`src/hw/rtl/rdc_pkg.sv`:
```
// ----------------------------------------------------------------------------
// rdc_pkg
// Shared constants, control word type and microcode ROM for the radix digit
// converter.
// ----------------------------------------------------------------------------
package rdc_pkg;

   localparam int NUMBER_WIDTH = 32;   // req_tdata payload width
   localparam int DIGIT_WIDTH  = 8;
   localparam int RADIX_WIDTH  = 9;
   localparam int VALUE_WIDTH  = 32;
   localparam int STACK_DEPTH  = 32;

   localparam logic [RADIX_WIDTH-1:0] RADIX_RESET = 9'd10;
   localparam logic [RADIX_WIDTH-1:0] RADIX_MIN   = 9'd2;
   localparam logic [RADIX_WIDTH-1:0] RADIX_MAX   = 9'd256;

   // sequencer step addresses
   localparam int PC_WIDTH = 3;
   localparam logic [PC_WIDTH-1:0] PC_IDLE     = 3'd0;
   localparam logic [PC_WIDTH-1:0] PC_DIV_INIT = 3'd1;
   localparam logic [PC_WIDTH-1:0] PC_DIV_STEP = 3'd2;
   localparam logic [PC_WIDTH-1:0] PC_PUSH     = 3'd3;
   localparam logic [PC_WIDTH-1:0] PC_POP      = 3'd4;
   localparam logic [PC_WIDTH-1:0] PC_EMIT     = 3'd5;
   localparam logic [PC_WIDTH-1:0] PC_NEXT     = 3'd6;
   localparam logic [PC_WIDTH-1:0] PC_DONE     = 3'd7;

   // jump conditions
   localparam logic [2:0] COND_NEVER    = 3'd0;
   localparam logic [2:0] COND_ALWAYS   = 3'd1;
   localparam logic [2:0] COND_NO_REQ   = 3'd2;
   localparam logic [2:0] COND_BIT_LEFT = 3'd3;
   localparam logic [2:0] COND_QUOT_NZ  = 3'd4;
   localparam logic [2:0] COND_OUT_BUSY = 3'd5;
   localparam logic [2:0] COND_COUNT_NZ = 3'd6;

   typedef struct packed {
      logic                accept;
      logic                div_init;
      logic                div_step;
      logic                push;
      logic                pop;
      logic                emit;
      logic [2:0]          cond;
      logic [PC_WIDTH-1:0] target;
   } ucode_type;

   function automatic ucode_type ucode_rom(input logic [PC_WIDTH-1:0] pc);
      ucode_type cw;
      cw = '0;
      unique case (pc)
         PC_IDLE: begin
            cw.accept = 1'b1;
            cw.cond   = COND_NO_REQ;
            cw.target = PC_IDLE;
         end
         PC_DIV_INIT: begin
            cw.div_init = 1'b1;
            cw.cond     = COND_NEVER;
            cw.target   = PC_IDLE;
         end
         PC_DIV_STEP: begin
            cw.div_step = 1'b1;
            cw.cond     = COND_BIT_LEFT;
            cw.target   = PC_DIV_STEP;
         end
         PC_PUSH: begin
            cw.push   = 1'b1;
            cw.cond   = COND_QUOT_NZ;
            cw.target = PC_DIV_INIT;
         end
         PC_POP: begin
            cw.pop    = 1'b1;
            cw.cond   = COND_NEVER;
            cw.target = PC_IDLE;
         end
         PC_EMIT: begin
            cw.emit   = 1'b1;
            cw.cond   = COND_OUT_BUSY;
            cw.target = PC_EMIT;
         end
         PC_NEXT: begin
            cw.cond   = COND_COUNT_NZ;
            cw.target = PC_POP;
         end
         PC_DONE: begin
            cw.cond   = COND_ALWAYS;
            cw.target = PC_IDLE;
         end
         default: begin
            cw.cond   = COND_ALWAYS;
            cw.target = PC_IDLE;
         end
      endcase
      return cw;
   endfunction

endpackage

```
`src/hw/rtl/rdc_ram.sv`:
```
// ----------------------------------------------------------------------------
// rdc_ram
// Simple dual-port RAM, one write and one registered read port.
// ----------------------------------------------------------------------------
module rdc_ram #(
   parameter int WIDTH = 8,
   parameter int DEPTH = 32,
   localparam int AW   = (DEPTH > 1) ? $clog2(DEPTH) : 1
) (
   input  logic             clock,
   input  logic             wr_en,
   input  logic [AW-1:0]    wr_addr,
   input  logic [WIDTH-1:0] wr_data,
   input  logic [AW-1:0]    rd_addr,
   output logic [WIDTH-1:0] rd_data
);

   logic [WIDTH-1:0] mem [DEPTH];
   logic [WIDTH-1:0] rd_data_ff;

   always_ff @(posedge clock) begin
      if (wr_en) begin
         mem[wr_addr] <= wr_data;
      end
      rd_data_ff <= mem[rd_addr];
   end

   assign rd_data = rd_data_ff;

endmodule

```
`src/hw/rtl/radix_digit_converter_core.sv`:
```
// ----------------------------------------------------------------------------
// radix_digit_converter_core
// Converts an unsigned integer into base-radix digits, most significant first.
// ----------------------------------------------------------------------------
// Steps: every digit is divided out and pushed before the first is sent. Division
// per digit is init, one quotient bit per cycle and push; each digit out is pop,
// emit and a count check. Throughput: one transaction at a time; output stalls
// hold the sequencer.
// Reset: synchronous, active high; radix returns to 10, sequencer to idle.
module radix_digit_converter_core #(
   parameter int VALUE_WIDTH = rdc_pkg::VALUE_WIDTH,
   parameter int STACK_DEPTH = rdc_pkg::STACK_DEPTH
) (
   input  logic        clock,
   input  logic        reset,
   input  logic        csr_wr_en,
   input  logic [8:0]  csr_wr_data,  // radix
   input  logic        req_tvalid,
   output logic        req_tready,
   input  logic [31:0] req_tdata,    // [31:0] number_in
   output logic        rsp_tvalid,
   input  logic        rsp_tready,
   output logic [7:0]  rsp_tdata,    // [7:0] digit_out
   output logic        rsp_tlast     // last_digit
);

   localparam int AW = (STACK_DEPTH > 1) ? $clog2(STACK_DEPTH) : 1;
   localparam int CW = $clog2(STACK_DEPTH + 1);
   localparam int BW = $clog2(VALUE_WIDTH);
   localparam int DW = rdc_pkg::DIGIT_WIDTH;
   localparam int RW = rdc_pkg::RADIX_WIDTH;

   rdc_pkg::ucode_type cw;

   logic [rdc_pkg::PC_WIDTH-1:0] pc_ff, pc_in;
   logic [RW-1:0]          radix_ff, radix_in;
   logic [RW-1:0]          base_ff, base_in;
   logic [VALUE_WIDTH-1:0] quot_ff, quot_in;
   logic [DW-1:0]          rem_ff, rem_in;
   logic [BW-1:0]          bitcnt_ff, bitcnt_in;
   logic [CW-1:0]          count_ff, count_in;
   logic                   rsp_valid_ff, rsp_valid_in;
   logic [DW-1:0]          rsp_digit_ff, rsp_digit_in;
   logic                   rsp_last_ff, rsp_last_in;

   logic                   accept;
   logic                   out_free;
   logic                   do_emit;
   logic                   jump;
   logic [RW-1:0]          trial;
   logic                   trial_ge;
   logic [63:0]            number_ext;
   logic [CW-1:0]          count_m1;
   logic                   stack_room;
   logic                   ram_wr_en;
   logic [AW-1:0]          ram_rd_addr;
   logic [DW-1:0]          ram_rd_data;

   assign cw         = rdc_pkg::ucode_rom(pc_ff);
   assign req_tready = cw.accept;
   assign accept     = req_tvalid & cw.accept;
   assign out_free   = ~rsp_valid_ff | rsp_tready;
   assign do_emit    = cw.emit & out_free;
   assign number_ext = 64'(req_tdata);
   assign count_m1   = count_ff - 1'b1;
   assign stack_room = (count_ff < CW'(STACK_DEPTH));
   assign ram_wr_en  = cw.push & stack_room;

   // pop step reads the new top; during emit the address holds on it
   assign ram_rd_addr = cw.pop ? count_m1[AW-1:0] : count_ff[AW-1:0];

   // restoring division, one quotient bit per cycle
   assign trial    = {rem_ff, quot_ff[VALUE_WIDTH-1]};
   assign trial_ge = (trial >= base_ff);

   always_comb begin
      unique case (cw.cond)
         rdc_pkg::COND_NEVER:    jump = 1'b0;
         rdc_pkg::COND_ALWAYS:   jump = 1'b1;
         rdc_pkg::COND_NO_REQ:   jump = ~req_tvalid;
         rdc_pkg::COND_BIT_LEFT: jump = (bitcnt_ff != '0);
         rdc_pkg::COND_QUOT_NZ:  jump = (quot_ff != '0);
         rdc_pkg::COND_OUT_BUSY: jump = ~out_free;
         rdc_pkg::COND_COUNT_NZ: jump = (count_ff != '0);
         default:                jump = 1'b1;
      endcase
      pc_in = jump ? cw.target : pc_ff + 1'b1;
   end

   always_comb begin
      radix_in     = radix_ff;
      base_in      = base_ff;
      quot_in      = quot_ff;
      rem_in       = rem_ff;
      bitcnt_in    = bitcnt_ff;
      count_in     = count_ff;
      rsp_valid_in = rsp_valid_ff & ~rsp_tready;
      rsp_digit_in = rsp_digit_ff;
      rsp_last_in  = rsp_last_ff;

      if (csr_wr_en) begin
         radix_in = csr_wr_data;
      end
      if (accept) begin
         if (radix_ff < rdc_pkg::RADIX_MIN) begin
            base_in = rdc_pkg::RADIX_MIN;
         end else if (radix_ff > rdc_pkg::RADIX_MAX) begin
            base_in = rdc_pkg::RADIX_MAX;
         end else begin
            base_in = radix_ff;
         end
         quot_in  = number_ext[VALUE_WIDTH-1:0];
         count_in = '0;
      end
      if (cw.div_init) begin
         rem_in    = '0;
         bitcnt_in = BW'(VALUE_WIDTH - 1);
      end
      if (cw.div_step) begin
         rem_in    = trial_ge ? DW'(trial - base_ff) : trial[DW-1:0];
         quot_in   = {quot_ff[VALUE_WIDTH-2:0], trial_ge};
         bitcnt_in = bitcnt_ff - 1'b1;
      end
      if (ram_wr_en) begin
         count_in = count_ff + 1'b1;
      end
      if (cw.pop) begin
         count_in = count_m1;
      end
      if (do_emit) begin
         rsp_valid_in = 1'b1;
         rsp_digit_in = ram_rd_data;
         rsp_last_in  = (count_ff == '0);
      end
   end

   always_ff @(posedge clock) begin
      if (reset) begin
         pc_ff        <= rdc_pkg::PC_IDLE;
         radix_ff     <= rdc_pkg::RADIX_RESET;
         count_ff     <= '0;
         rsp_valid_ff <= 1'b0;
      end else begin
         pc_ff        <= pc_in;
         radix_ff     <= radix_in;
         count_ff     <= count_in;
         rsp_valid_ff <= rsp_valid_in;
      end
   end

   always_ff @(posedge clock) begin
      base_ff      <= base_in;
      quot_ff      <= quot_in;
      rem_ff       <= rem_in;
      bitcnt_ff    <= bitcnt_in;
      rsp_digit_ff <= rsp_digit_in;
      rsp_last_ff  <= rsp_last_in;
   end

   rdc_ram #(
      .WIDTH (DW),
      .DEPTH (STACK_DEPTH)
   ) u_stack (
      .clock   (clock),
      .wr_en   (ram_wr_en),
      .wr_addr (count_ff[AW-1:0]),
      .wr_data (rem_ff),
      .rd_addr (ram_rd_addr),
      .rd_data (ram_rd_data)
   );

   assign rsp_tvalid = rsp_valid_ff;
   assign rsp_tdata  = rsp_digit_ff;
   assign rsp_tlast  = rsp_last_ff;

endmodule

```
`config.mk`:
```
export PLATFORM = sky130hd
export DESIGN_NAME = radix_digit_converter_core
export DESIGN_NICKNAME = d
export VERILOG_FILES = /design/src/hw/rtl/rdc_pkg.sv /design/src/hw/rtl/rdc_ram.sv /design/src/hw/rtl/radix_digit_converter_core.sv
export SDC_FILE = /design/constraint.sdc
export NUM_CORES = 1
export LEC_CHECK = 0
export BUFFER_PORTS_ARGS = -buffer_cell sky130_fd_sc_hd__buf_4
export CAP_MARGIN = 20
export CORE_MARGIN = 2
export CORE_UTILIZATION = 49
export DETAILED_ROUTE_END_ITERATION = 8
export GPL_TIMING_DRIVEN = 0
export PLACE_DENSITY_LB_ADDON = 0.25
export SYNTH_ARGS = -nofsm -noshare
export SYNTH_HDL_FRONTEND = slang
export SYNTH_SLANG_ARGS = --single-unit
```
`constraint.sdc`:
```
create_clock -name clock -period 2.8 [get_ports clock]
set_clock_uncertainty 0.2 [all_clocks]
set_input_delay 0.56 -clock clock [delete_from_list [all_inputs] [get_ports clock]]
set_output_delay 0.56 -clock clock [all_outputs]
set_load 0.05 [all_outputs]
```
==> metrics.txt <==
status complete, no violations; min Tclk post-route 2.80 ns; worst slew pin tran between 1 and 1.5 ns; Synth cell types between 70 and 80; Setup crit end u_stack.rd_data[3]$_DFF_P_; ys flop type edfxtp_1; FF-to-FF End u_stack.rd_data[3]$_DFF_P_; Clk pin slew, worst setup/hold paths around 0.06 ns; Die Y-Extent 183 um; I/O pin count 57; Setup-failing EPs final 0; Area contributors post-synth edfxtp_1, mux2i_1, nand2_1; worst skew pair latency 0.53 ns; GRT overflow 0; Critical Path AT 2.99 ns; worst r2r path cells 13; initial antenna violation count 0; number of flops mapped to enable cells by yosys 319; most frequent cells after synthesis edfxtp_1, nand2_1, nor2_1; Final WS setup 0.00242 ns; critical path launch point count_ff[1]$_SDFFE_PP0P_; PwrDens 802 nW/um^2; H-tree depth 2; CP Max Fanout 12; Synth top area share 60.7%; largest area contributor in the netlist edfxtp_1; Core Region 31600 um^2; Cell Count, Final, Fillers Out 1789; startpoint types register; Rows 65; mux contribution to synthesized area between 7 and 8%; Vias/cell 6.10; worst hold-check path type input port to register; xor-xnor portion of the synthesized cell area 0.809%; Worst R2R Start count_ff[1]$_SDFFE_PP0P_; VDD IR max 0.580 mV; compound-cell area share of the yosys netlist between 10% and 20%; Pre-antenna DRT Iters 8; DR iter-0 viols approximately 1200; Antenna Nets Post-Route 0; n_diodes 0; WS Path Type register to register; layout cells sized above 1 24.9%; final RePlAce weighted congestion roughly 0.9; global-route wire length before repair around 63000 um; CTS sink count roughly 350; DP Area roughly 17000 um^2; Post-DP HPWL between 20000 and 30000 um; Min-Delay Path Depth 3; Die W 183 um; static leakage between 0.006 and 0.007 uW; DR vias 10900; Max Cap Viol 0; area delta synth->final 21.8%; worst path required time about 3 ns; sequential share of the synthesized area between 60% and 70%; cell area after layout 19200 um^2; wire per inst 23.4 um; Post-Syn Area around 16000 um^2; post-synthesis instance total ~1200; YS warnings 0; post-place setup slack -0.810 ns; Min Hold Slack ~0.063 ns; Die ar. 33600 um^2; Post-Place Cells 1682; adder-cell area share of the yosys netlist 1.79%; CTS Buf Count 38; largest family of logic cells by synthesized area simple AND/OR/NAND/NOR gates; Max Slew Vio Count 0; drt drc 0; Reg2Reg Setup Slack 0.002 ns; Setup TNS 0 ns; Max clock buf depth 3; fin crit share 99.9%; Post-Synth Simple-Gate Area 11.9%; max_slew headroom 31.9%; asr flop ratio synth 0%; largest net degree at the start of global routing 35; Tot GR Track Use 24.8%; RSZ-0062 raised after global routing true; most used standard cell by instance count after synthesis edfxtp_1; endpoints failing hold 0; vias in the first global route 10600; clock root buffer clkbuf_16; CTS tree done; Seq cells post-synth 346; syn_nets about 1300; fmax 0.357 GHz; CP endpoint kind register; # nets final 1425; final WL about 42000 um; PortBufs 55; Syn Area/Cell 12.9 um^2; initial core utilization roughly 50%
[layout make-up]
type                       instances  area, um^2
buffer                            79         566
clock buffer                      47        1060
clock inverter                    23         148
fill                            2371       12400
inverter                          31         123
multi-input combinational        761        5690
sequential                       346       10100
tap                              402         503
timing repair buffer             100        1000
[logic make-up after synthesis]
kind of cell	count (synthesis)
and+or+nand+nor	396
DFF	346
AOI/OAI and AO/OA	229
buffers and inverters	112
muxes	102
adders and majority gates	22
xor gates and xnor gates	12
[registers in the layout (all words and copies together) (netlist names)]
name,cells
u_stack.mem,256
quot_ff,32
base_ff,9
radix_ff,9
rem_ff,8
rsp_tdata,8
u_stack.rd_data,8
count_ff,6
bitcnt_ff,5
pc_ff,3
rsp_tlast,1
rsp_tvalid,1
[layout by cell type, fill, tap and decap left out, types with 6 or more instances in the layout]
| cell type | Yosys | layout |
|---|---|---|
| mux4_2 | 14 | 14 |
| nor2_1 | 74 | 41 |
| nand4_1 | 19 | 19 |
| clkbuf_16 | 0 | 41 |
| and3_1 | 45 | 45 |
| o211ai_1 | 46 | 46 |
| nand2_2 | 0 | 6 |
| inv_1 | 30 | 29 |
| dfxtp_1 | 27 | 23 |
| buf_4 | 3 | 93 |
| nor2_4 | 0 | 32 |
| o221ai_1 | 8 | 7 |
| a31oi_1 | 11 | 8 |
| xnor2_1 | 7 | 6 |
| o22a_1 | 7 | 7 |
| a211oi_2 | 0 | 11 |
| clkinv_1 | 0 | 8 |
| nand2b_1 | 7 | 6 |
| mux2i_1 | 70 | 70 |
| nand3_1 | 8 | 7 |
| nand2_1 | 176 | 167 |
| buf_6 | 4 | 16 |
| buf_16 | 0 | 6 |
| a211oi_1 | 49 | 38 |
| clkinv_2 | 0 | 8 |
| edfxtp_1 | 319 | 319 |
| clkbuf_1 | 38 | 25 |
| ha_1 | 21 | 18 |
| a21oi_1 | 21 | 21 |
| nor4_1 | 9 | 9 |
| mux2_2 | 15 | 15 |
| nor2b_1 | 15 | 14 |
| o21ai_0 | 29 | 28 |
| clkbuf_2 | 0 | 14 |
| buf_12 | 0 | 12 |
| o22ai_1 | 18 | 18 |
| nor3_1 | 15 | 9 |
| buf_2 | 30 | 10 |
[through the flow]
step | utilization (%) | power, uW
final | 60.7 | 15400
after CTS | 59.3 | 15200
after global routing | 60.7 | 16000
after floorplan | - | 8990
after global placement | 52.8 | 10000
after detailed placement | 53.3 | 10300
[metal layers]
metal / global-route usage [%] / routed length (um) / share of wire (%) / vias to the layer above
li1: - / - / - / 4942
met1: 33.7 / 17100 / 41 / 5367
met2: 39.8 / 19800 / 47 / 501
met3: 4.52 / 3450 / 8.3 / 94
met4: 10.2 / 1470 / 3.5 / 0
met5: 0 / 0 / 0 / -
[power by group]
part           internal, uW  total [uW]  switching (uW)
combinational          1370        3670            2300
clock                  2790        4820            2040
sequential             6590        6900             307
total                 10800       15400            4640
[worst max-delay path, cell delays in order (launching register included)]
cell	delay, ns
dfxtp_2	0.35
buf_6	0.12
buf_12	0.10
clkinvlp_4	0.10
ha_4	0.25
nand3b_4	0.22
buf_4	0.16
buf_4	0.17
buf_4	0.14
and3_1	0.15
a211oi_1	0.23
o211ai_1	0.13
nand4_1	0.21
a22oi_1	0.12
[repair_timing]
item / CTS / global route
buffers inserted: 15 / 23
hold buffers: 0 / 0
hold endpoints to repair: 0 / 0
endpoints found under the setup margin: 308 / 255
resized for setup: 156 / 43
pin swaps: 7 / 24
[worst min-delay path by stage]
| stage | from | endpoint | slack (ns) |
|---|---|---|---|
| 2_1_floorplan | u_stack.rd_data[0]$_DFF_P_ | rsp_tdata[0]$_DFFE_PP_ | 0.19 |
| 3_3_place_gp | u_stack.rd_data[0]$_DFF_P_ | rsp_tdata[0]$_DFFE_PP_ | 0.19 |
| 3_5_place_dp | u_stack.rd_data[0]$_DFF_P_ | rsp_tdata[0]$_DFFE_PP_ | 0.19 |
| 4_1_cts | csr_wr_data[1] | radix_ff[1]$_SDFFE_PP1P_ | 0.04 |
| 5_1_grt | csr_wr_data[1] | radix_ff[1]$_SDFFE_PP1P_ | 0.06 |
| 6_report | csr_wr_data[1] | radix_ff[1]$_SDFFE_PP1P_ | 0.06 |
Note: power is estimated with default switching activity, not from simulation.
